[src/rtl/dmsd_pkg.sv]
package dmsd_pkg;

  localparam int unsigned IntervalW = 8;
  localparam int unsigned StepW     = 9;
  localparam int unsigned TimeoutW  = 16;
  localparam int unsigned CfgIdxW   = 2;
  localparam int unsigned CfgDataW  = 16;
  localparam int unsigned SpeedW    = 9;
  localparam int unsigned AgeW      = 17;

  localparam logic [IntervalW-1:0] IntervalRst = 8'd20;
  localparam logic [StepW-1:0]     StepRst     = 9'd10;
  localparam logic [TimeoutW-1:0]  TimeoutRst  = 16'd1000;
  localparam logic [AgeW-1:0]      AgeMax      = {AgeW{1'b1}};

  typedef enum logic [CfgIdxW-1:0] {
    CFG_RAMP_INTERVAL = 2'd0,
    CFG_STEP_LIMIT    = 2'd1,
    CFG_CMD_TIMEOUT   = 2'd2
  } cfg_idx_e;

  typedef enum logic [1:0] {
    DIR_STOP = 2'd0,
    DIR_FWD  = 2'd1,
    DIR_REV  = 2'd2
  } dir_e;

  typedef struct packed {
    logic [IntervalW-1:0] ramp_interval;
    logic [StepW-1:0]     step_limit;
    logic [TimeoutW-1:0]  command_timeout;
  } cfg_t;

  typedef struct packed {
    logic [7:0] left_duty;
    dir_e       left_direction;
    logic [7:0] right_duty;
    dir_e       right_direction;
    logic [7:0] command_id;
    logic       frame_done;
  } result_t;

endpackage

[src/rtl/dmsd_ifs.sv]
interface dmsd_item_if;
  logic       valid;
  logic       ready;
  logic       kind;
  logic [7:0] data_byte;

  modport source (output valid, kind, data_byte, input ready);
  modport sink   (input valid, kind, data_byte, output ready);
endinterface

interface dmsd_result_if;
  logic       valid;
  logic       ready;
  logic [7:0] left_duty;
  logic [1:0] left_direction;
  logic [7:0] right_duty;
  logic [1:0] right_direction;
  logic [7:0] command_id;
  logic       frame_done;

  modport source (output valid, left_duty, left_direction, right_duty, right_direction,
                  command_id, frame_done, input ready);
  modport sink   (input valid, left_duty, left_direction, right_duty, right_direction,
                  command_id, frame_done, output ready);
endinterface

interface dmsd_cfg_if import dmsd_pkg::*; ();
  logic                valid;
  logic                ready;
  logic [CfgIdxW-1:0]  index;
  logic [CfgDataW-1:0] data;

  modport source (output valid, index, data, input ready);
  modport sink   (input valid, index, data, output ready);
endinterface

[src/rtl/dmsd_cfg_regs.sv]
module dmsd_cfg_regs
  import dmsd_pkg::*;
(
  input  logic                clk_i,
  input  logic                rst_ni,
  input  logic                wr_en_i,
  input  logic [CfgIdxW-1:0]  wr_index_i,
  input  logic [CfgDataW-1:0] wr_data_i,
  output cfg_t                cfg_o
);

  cfg_t cfg_q, cfg_d;

  always_comb begin
    cfg_d = cfg_q;
    if (wr_en_i) begin
      unique case (cfg_idx_e'(wr_index_i))
        CFG_RAMP_INTERVAL: cfg_d.ramp_interval   = wr_data_i[IntervalW-1:0];
        CFG_STEP_LIMIT:    cfg_d.step_limit      = wr_data_i[StepW-1:0];
        CFG_CMD_TIMEOUT:   cfg_d.command_timeout = wr_data_i[TimeoutW-1:0];
        default:           cfg_d = cfg_q;
      endcase
    end
  end

  always_ff @(posedge clk_i or negedge rst_ni) begin
    if (!rst_ni) begin
      cfg_q.ramp_interval   <= IntervalRst;
      cfg_q.step_limit      <= StepRst;
      cfg_q.command_timeout <= TimeoutRst;
    end else begin
      cfg_q <= cfg_d;
    end
  end

  assign cfg_o = cfg_q;

endmodule

[src/rtl/dmsd_core.sv]
module dmsd_core
  import dmsd_pkg::*;
(
  input  logic       clk_i,
  input  logic       rst_ni,
  input  logic       step_i,
  input  logic       kind_i,
  input  logic [7:0] data_byte_i,
  input  cfg_t       cfg_i,
  output result_t    result_o
);

  // move cur toward tgt by at most step
  function automatic logic signed [SpeedW-1:0] slew(
    input logic signed [SpeedW-1:0] cur,
    input logic signed [SpeedW-1:0] tgt,
    input logic [StepW-1:0]         step
  );
    logic signed [SpeedW:0] diff;
    logic [SpeedW:0]        mag;
    logic signed [SpeedW:0] moved;
    diff  = SpeedW'(0) + ({tgt[SpeedW-1], tgt} - {cur[SpeedW-1], cur});
    mag   = diff[SpeedW] ? (~diff + 1'b1) : diff;
    moved = diff[SpeedW] ? ({cur[SpeedW-1], cur} - $signed({1'b0, step}))
                         : ({cur[SpeedW-1], cur} + $signed({1'b0, step}));
    if (diff == '0) begin
      slew = cur;
    end else if (mag <= {1'b0, step}) begin
      slew = tgt;
    end else begin
      slew = moved[SpeedW-1:0];
    end
  endfunction

  // byte b maps to 2*b - 255
  function automatic logic signed [SpeedW-1:0] speed_of(input logic [7:0] b);
    speed_of = {~b[7], b[6:0], 1'b1};
  endfunction

  function automatic logic [7:0] duty_of(input logic signed [SpeedW-1:0] v);
    logic [SpeedW-1:0] m;
    m = v[SpeedW-1] ? (~v + 1'b1) : v;
    duty_of = m[7:0];
  endfunction

  function automatic dir_e dir_of(input logic signed [SpeedW-1:0] v);
    if (v[SpeedW-1]) begin
      dir_of = DIR_REV;
    end else if (v != '0) begin
      dir_of = DIR_FWD;
    end else begin
      dir_of = DIR_STOP;
    end
  endfunction

  logic [1:0]               pos_q, pos_d;
  logic [7:0]               id_byte_q, left_byte_q;
  logic signed [SpeedW-1:0] left_cur_q, left_cur_d, right_cur_q, right_cur_d;
  logic signed [SpeedW-1:0] left_tgt_q, left_tgt_d, right_tgt_q, right_tgt_d;
  logic [IntervalW-1:0]     elapsed_q, elapsed_d;
  logic [AgeW-1:0]          age_q, age_d;
  logic [7:0]               last_id_q, last_id_d;
  logic                     done;
  logic [IntervalW:0]       elapsed_inc;
  logic [AgeW-1:0]          age_inc;
  logic                     ramp_now;

  assign elapsed_inc = {1'b0, elapsed_q} + 1'b1;
  assign ramp_now    = elapsed_inc >= {1'b0, cfg_i.ramp_interval};
  assign age_inc     = (age_q == AgeMax) ? age_q : age_q + 1'b1;

  always_comb begin
    pos_d       = pos_q;
    left_cur_d  = left_cur_q;
    right_cur_d = right_cur_q;
    left_tgt_d  = left_tgt_q;
    right_tgt_d = right_tgt_q;
    elapsed_d   = elapsed_q;
    age_d       = age_q;
    last_id_d   = last_id_q;
    done        = 1'b0;
    if (!kind_i) begin
      if (pos_q >= 2'd2) begin
        // third byte closes the frame
        last_id_d   = id_byte_q;
        left_tgt_d  = speed_of(left_byte_q);
        right_tgt_d = speed_of(data_byte_i);
        age_d       = '0;
        pos_d       = '0;
        done        = 1'b1;
      end else begin
        pos_d = pos_q + 1'b1;
      end
    end else begin
      age_d = age_inc;
      if (ramp_now) begin
        elapsed_d   = '0;
        left_cur_d  = slew(left_cur_q, left_tgt_q, cfg_i.step_limit);
        right_cur_d = slew(right_cur_q, right_tgt_q, cfg_i.step_limit);
      end else begin
        elapsed_d = elapsed_inc[IntervalW-1:0];
      end
      // stale command, set both speed targets to zero
      if (age_inc > {1'b0, cfg_i.command_timeout}) begin
        left_tgt_d  = '0;
        right_tgt_d = '0;
      end
    end
  end

  always_ff @(posedge clk_i or negedge rst_ni) begin
    if (!rst_ni) begin
      pos_q       <= '0;
      left_cur_q  <= '0;
      right_cur_q <= '0;
      left_tgt_q  <= '0;
      right_tgt_q <= '0;
      elapsed_q   <= '0;
      age_q       <= '0;
      last_id_q   <= '0;
    end else if (step_i) begin
      pos_q       <= pos_d;
      left_cur_q  <= left_cur_d;
      right_cur_q <= right_cur_d;
      left_tgt_q  <= left_tgt_d;
      right_tgt_q <= right_tgt_d;
      elapsed_q   <= elapsed_d;
      age_q       <= age_d;
      last_id_q   <= last_id_d;
    end
  end

  // frame byte buffer, no reset
  always_ff @(posedge clk_i) begin
    if (step_i && !kind_i && pos_q == 2'd0) begin
      id_byte_q <= data_byte_i;
    end
    if (step_i && !kind_i && pos_q == 2'd1) begin
      left_byte_q <= data_byte_i;
    end
  end

  always_comb begin
    result_o.left_duty       = duty_of(left_cur_d);
    result_o.left_direction  = dir_of(left_cur_d);
    result_o.right_duty      = duty_of(right_cur_d);
    result_o.right_direction = dir_of(right_cur_d);
    result_o.command_id      = last_id_d;
    result_o.frame_done      = done;
  end

endmodule

[src/rtl/dual_motor_slew_limited_drive.sv]
// dual motor drive with slew-rate limited speed ramps
//
// item_i carries one item per handshake: kind 0 is a received command byte,
// kind 1 is a one millisecond tick. three bytes (identifier, left, right)
// form a command frame that sets both speed targets; ticks advance the ramp
// and the command-age timeout. every item gives exactly one result item on
// result_o with duty and direction for each motor, the last command id and
// a frame-done flag.
// cfg_i writes ramp_interval (0), step_limit (1) and command_timeout (2);
// it is always ready. the user must see that it is written only while the
// block is idle; the block itself does not enforce this. an item passes the
// input register, then the result register; one item per cycle sustained while
// result_o is ready, set by the single state update between the two registers.
// reset: speeds, targets, counters and the byte position clear, registers
// take their defaults, nothing is valid.
// a stalled receiver holds the result; one more item waits in the input
// register, and only then does item_i.ready drop.
module dual_motor_slew_limited_drive
  import dmsd_pkg::*;
(
  input  logic  clk_i,
  input  logic  rst_ni,
  dmsd_item_if.sink     item_i,
  dmsd_result_if.source result_o,
  dmsd_cfg_if.sink      cfg_i
);

  cfg_t    cfg;
  result_t result;

  // input register
  logic       in_v_q;
  logic       in_kind_q;
  logic [7:0] in_byte_q;

  // result register
  logic    out_v_q;
  result_t out_q;

  logic out_load;   // result register can take the held item
  logic in_take;

  assign out_load = !out_v_q || result_o.ready;
  assign in_take  = item_i.valid && item_i.ready;

  assign item_i.ready = !in_v_q || out_load;
  assign cfg_i.ready  = 1'b1;

  dmsd_cfg_regs u_cfg (
    .clk_i      (clk_i),
    .rst_ni     (rst_ni),
    .wr_en_i    (cfg_i.valid),
    .wr_index_i (cfg_i.index),
    .wr_data_i  (cfg_i.data),
    .cfg_o      (cfg)
  );

  // state advances when the held item moves into the result register
  dmsd_core u_core (
    .clk_i       (clk_i),
    .rst_ni      (rst_ni),
    .step_i      (in_v_q && out_load),
    .kind_i      (in_kind_q),
    .data_byte_i (in_byte_q),
    .cfg_i       (cfg),
    .result_o    (result)
  );

  always_ff @(posedge clk_i or negedge rst_ni) begin
    if (!rst_ni) begin
      in_v_q  <= 1'b0;
      out_v_q <= 1'b0;
    end else begin
      if (item_i.ready) begin
        in_v_q <= item_i.valid;
      end
      if (out_load) begin
        out_v_q <= in_v_q;
      end
    end
  end

  always_ff @(posedge clk_i) begin
    if (in_take) begin
      in_kind_q <= item_i.kind;
      in_byte_q <= item_i.data_byte;
    end
    if (out_load && in_v_q) begin
      out_q <= result;
    end
  end

  assign result_o.valid           = out_v_q;
  assign result_o.left_duty       = out_q.left_duty;
  assign result_o.left_direction  = out_q.left_direction;
  assign result_o.right_duty      = out_q.right_duty;
  assign result_o.right_direction = out_q.right_direction;
  assign result_o.command_id      = out_q.command_id;
  assign result_o.frame_done      = out_q.frame_done;

endmodule

[src/flat_wrapper.sv]
// flat-port wrapper written by rule: the top's interface ports become plain ports
module dual_motor_slew_limited_drive_flat import dmsd_pkg::*;
  (clk_i, rst_ni, item_i_valid, item_i_kind, item_i_data_byte, item_i_ready, result_o_valid, result_o_left_duty, result_o_left_direction, result_o_right_duty, result_o_right_direction, result_o_command_id, result_o_frame_done, result_o_ready, cfg_i_valid, cfg_i_index, cfg_i_data, cfg_i_ready);
  dmsd_item_if item_i_i ();
  dmsd_result_if result_o_i ();
  dmsd_cfg_if cfg_i_i ();
  input  logic clk_i;
  input  logic rst_ni;
  input wire logic [$bits(item_i_i.valid)-1:0] item_i_valid;
  input wire logic [$bits(item_i_i.kind)-1:0] item_i_kind;
  input wire logic [$bits(item_i_i.data_byte)-1:0] item_i_data_byte;
  output wire logic [$bits(item_i_i.ready)-1:0] item_i_ready;
  output wire logic [$bits(result_o_i.valid)-1:0] result_o_valid;
  output wire logic [$bits(result_o_i.left_duty)-1:0] result_o_left_duty;
  output wire logic [$bits(result_o_i.left_direction)-1:0] result_o_left_direction;
  output wire logic [$bits(result_o_i.right_duty)-1:0] result_o_right_duty;
  output wire logic [$bits(result_o_i.right_direction)-1:0] result_o_right_direction;
  output wire logic [$bits(result_o_i.command_id)-1:0] result_o_command_id;
  output wire logic [$bits(result_o_i.frame_done)-1:0] result_o_frame_done;
  input wire logic [$bits(result_o_i.ready)-1:0] result_o_ready;
  input wire logic [$bits(cfg_i_i.valid)-1:0] cfg_i_valid;
  input wire logic [$bits(cfg_i_i.index)-1:0] cfg_i_index;
  input wire logic [$bits(cfg_i_i.data)-1:0] cfg_i_data;
  output wire logic [$bits(cfg_i_i.ready)-1:0] cfg_i_ready;
  assign item_i_i.valid = item_i_valid;
  assign item_i_i.kind = item_i_kind;
  assign item_i_i.data_byte = item_i_data_byte;
  assign item_i_ready = item_i_i.ready;
  assign result_o_valid = result_o_i.valid;
  assign result_o_left_duty = result_o_i.left_duty;
  assign result_o_left_direction = result_o_i.left_direction;
  assign result_o_right_duty = result_o_i.right_duty;
  assign result_o_right_direction = result_o_i.right_direction;
  assign result_o_command_id = result_o_i.command_id;
  assign result_o_frame_done = result_o_i.frame_done;
  assign result_o_i.ready = result_o_ready;
  assign cfg_i_i.valid = cfg_i_valid;
  assign cfg_i_i.index = cfg_i_index;
  assign cfg_i_i.data = cfg_i_data;
  assign cfg_i_ready = cfg_i_i.ready;
  dual_motor_slew_limited_drive u_core (.clk_i(clk_i), .rst_ni(rst_ni), .item_i(item_i_i), .result_o(result_o_i), .cfg_i(cfg_i_i));
endmodule
[config.mk]
export PLATFORM = sky130hd
export DESIGN_NAME = dual_motor_slew_limited_drive_flat
export DESIGN_NICKNAME = d
export VERILOG_FILES = /design/src/rtl/dmsd_pkg.sv /design/src/rtl/dmsd_ifs.sv /design/src/rtl/dmsd_cfg_regs.sv /design/src/rtl/dmsd_core.sv /design/src/rtl/dual_motor_slew_limited_drive.sv /design/src/flat_wrapper.sv
export SDC_FILE = /design/constraint.sdc
export NUM_CORES = 1
export LEC_CHECK = 0
export ABC_AREA = 1
export BUFFER_PORTS_ARGS = -buffer_cell sky130_fd_sc_hd__buf_4
export CAP_MARGIN = 20
export CORE_MARGIN = 2
export CORE_UTILIZATION = 62
export CTS_CLUSTER_SIZE = 12
export DETAILED_ROUTE_END_ITERATION = 10
export PLACE_DENSITY = 0.88
export SYNTH_ARGS = -nofsm -noshare
export SYNTH_HDL_FRONTEND = slang
export SYNTH_SLANG_ARGS = --single-unit
export TNS_END_PERCENT = 5
[constraint.sdc]
create_clock -name clk_i -period 5.36 [get_ports clk_i]
set_input_delay 0.268 -clock clk_i [delete_from_list [all_inputs] [get_ports clk_i]]
set_output_delay 0.268 -clock clk_i [all_outputs]
set_load 0.005 [all_outputs]
==> out/qor.csv <==
stage;metric;value;unit
outcome;outcome;finished clean;
die;Die Area;18400;sq um
die;Die W;136;microns
placed_design;DP Area;11400;sq um
logic_synthesis;Yosys top cell area share;22.1;%
logic_synthesis;top cells by area, synth;dfrtp_1 22%, edfxtp_1 15%, nand2_1 12%, ha_1 9.7%, inv_1 7.2%;
global_route;number of global-route vias before repair;9106;
critical_path;CP max stage cell;fa_1;
critical_path;CP max stage delay;0.54;ns
cts;TritonCTS Sinks;159;
global_route;GR Overflow Total;0;
die;DIE HEIGHT;136;microns
logic_synthesis;main flop type after synthesis;dfrtp_1;
logic_synthesis;fraction of registers with async set/reset;66.0;%
sta;Final Slew Violations;0;
sta;Slew Limit Headroom;32.8;%
die;# IOs;64;
routing;Via density;5.64;
logic_synthesis;syn avg cell area;7.77;sq um
routing;detailed-router iteration count before antenna repair;5;
critical_path;Critical Path Fanout Max;11;
final_layout;multi-input combinational cell area;5530;sq um
global_route;largest net degree at the start of global routing;54;
critical_path;Worst Reg2Reg Path Length in Cells;30;
final_layout;diode count;0;
routing;routed len/inst;15.5;microns
final_layout;layout cells sized above 1;11.7;%
sta;setup TNS;0;ns
logic_synthesis;top-count cell post-synth;nand2_1;
routing;Routed Antenna Nets;0;
sta;Final setup violation count;0;
sta;Final min period;4.86;ns
sta;achievable frequency;206;MHz
critical_path;worst reg2reg path endpoint;u_core.result_o.right_duty[6];
cts;post-CTS resize count;0;
cts;H-tree Lvls;4;
min_path;min-delay worst type;primary input to flop;
global_route;first-pass GRT wire length;43000;microns
final_layout;filler instances;1314;
min_path;Hold Path Sink;u_core.in_byte_q[3];
cts;Num CTS Buffers;17;
critical_path;R2R Path Start;u_core.u_core.left_tgt_q[0];
min_path;Min-Delay Path Depth;1;
final_layout;final instance area;12000;sq um
critical_path;Crit. End Element;flop;
logic_synthesis;post-synthesis register bit count;159;
placed_design;Placer Congestion;0.935;
die;Starting Density;62.7;%
critical_path;Worst Path Arrival;5.06;ns
routing;DRC Markers;0;
global_route;GRT Overall Usage;29.6;%
logic_synthesis;Synthesized Nets;1502;
final_layout;register area;4260;sq um
logic_synthesis;Syn Inst Count;1383;
logic_synthesis;Synth cell types;52;
sta;Layout Skew;0.0125;ns
critical_path;Worst R2R Setup Slack;0.50;ns
logic_synthesis;post-synth top area cell;dfrtp_1;
logic_synthesis;yosys warns;0;
sta;worst slew pin tran;1.00;ns
critical_path;CP startpoint kind;flop;
die;row cnt;48;
die;area of the core;17100;sq um
critical_path;Setup Crit Path Kind;flop to flop;
critical_path;Worst EP required;5.56;ns
global_route;initial antenna violation count;0;
sta;final period utilization;90.7;%
sta;Final Hold Vio Count;0;
cts;clk root buf;clkbuf_16;
cts;Post-CTS Setup Bufs;0;
routing;vias;9473;
cts;TritonCTS clock tree;built;
min_path;hold path start;item_i_data_byte[3];
cts;Clock transition at path regs;0.07;ns
cts;clk buf depth;2;
routing;Detailed Route Iter0 Violations;759;
run;max cap viols;0;
placed_design;buffers added on ports;62;
routing;Total Wirelength;26000;microns
logic_synthesis;synth cell count leaders;352 x nand2_1, 205 x inv_1, 123 x o21ai_0;
final_layout;area grow syn2layout;12.0;%
placed_design;detailed placer's ending HPWL;19300;microns
final_layout;NumNets Final;1561;
cts;Clock Latency Late Sink;0.44;ns
critical_path;Top cell by count, worst path;nand2_1;
sta;unrepaired setup endpoints after global routing;false;
logic_synthesis;Post-Syn Area;10700;sq um
logic_synthesis;number of flops mapped to enable cells by yosys;54;
logic_synthesis;sequential share of the synthesized area;39.7;%
layer usage:
layer	GRT usage, %	routed length (microns)	up-vias
met5	0	0	-
met4	16.0	1160	0
met3	4.00	1620	70
met2	49.9	12600	400
met1	37.1	10600	4380
li1	-	-	4623
critical path, delay by kind of cell (launching register included):
kind                       cells  cell delay, ns
buffers and inverters          5            0.32
adders and majority gates      5            1.35
and+or+nand+nor               16            2.09
xor gates and xnor gates       1            0.15
DFF                            1            0.39
AOI/OAI and AO/OA              3            0.28
through the flow:
| stage | instances | setup WS [ns] | hold WS, ns | util (%) |
|---|---|---|---|---|
| 2_1_floorplan | 1383 | 1.24 | -0.0276 | - |
| 3_3_place_gp | 1642 | 0.791 | 0.328 | 66.4 |
| 3_5_place_dp | 1642 | 0.639 | 0.337 | 66.4 |
| 4_1_cts | 1680 | 0.559 | 0.00174 | 70.3 |
| 5_1_grt | 1680 | 0.109 | 0.000622 | 70.3 |
| 6_report | 1680 | 0.498 | 0.0101 | 70.3 |
state kept, by name, summed over array words and instances, names as in the netlist, 9 cells and up:
signal / flops
u_core.u_cfg.cfg_o: 33
u_core.u_core.age_q: 17
u_core.u_core.left_cur_q: 9
u_core.u_core.left_tgt_q: 9
u_core.u_core.right_cur_q: 9
cell usage in the layout (no fill, tap or decap), drive strengths merged, types with 6 or more instances in the layout:
master	instances
nand2	378
inv	220
o21ai	133
nor2	103
dfrtp	95
ha	83
nand3	81
buf	65
a21oi	56
edfxtp	54
xor2	37
nand4	33
clkbuf	18
xnor2	14
nor3	13
o22ai	10
dfstp	10
dlygate4sd3	6
worst max path at each step:
stage	startpoint	end	slack, ns
6_report	u_core.u_core.left_tgt_q[0]	u_core.result_o.right_duty[6]	0.50
5_1_grt	u_core.u_core.left_tgt_q[0]	u_core.result_o.right_duty[4]	0.11
4_1_cts	u_core.u_core.left_tgt_q[0]	u_core.result_o.right_duty[6]	0.56
3_5_place_dp	u_core.u_core.left_tgt_q[0]	u_core.result_o.right_duty[6]	0.64
2_1_floorplan	u_core.u_core.left_tgt_q[0]	u_core.result_o.right_duty[6]	1.24
3_3_place_gp	u_core.u_core.left_tgt_q[0]	u_core.result_o.right_duty[6]	0.79
cell type report:
type	count	area share, %
Clock inverter	14	1.40
Inverter	214	6.68
Sequential cell	159	35.4
Timing Repair Buffer	71	4.56
Clock buffer	18	3.65
Tap cell	225	2.34
Multi-Input combinational cell	979	45.9
kinds of logic (layout without fill, tap and decap cells):
group / Yosys count / count (layout) / synth area share [%]
compound gates: 218 / 218 / 11.1
xor+xnor: 51 / 51 / 4.16
fa+ha+maj: 87 / 87 / 10.4
buf+inv: 245 / 317 / 8.88
flops: 159 / 159 / 39.7
mux: 1 / 1 / 0.0932
other cells: 1 / 1 / 0.0349
simple gates: 621 / 621 / 25.6
what timing repair did:
action                     CTS  global route
hold buffers                 6             0
hold endpoints to repair    47             0
setup endpoints to repair    0             0
Power is not shown: default switching activity piles up to over one toggle a cycle in this logic, so the estimate is an artifact.
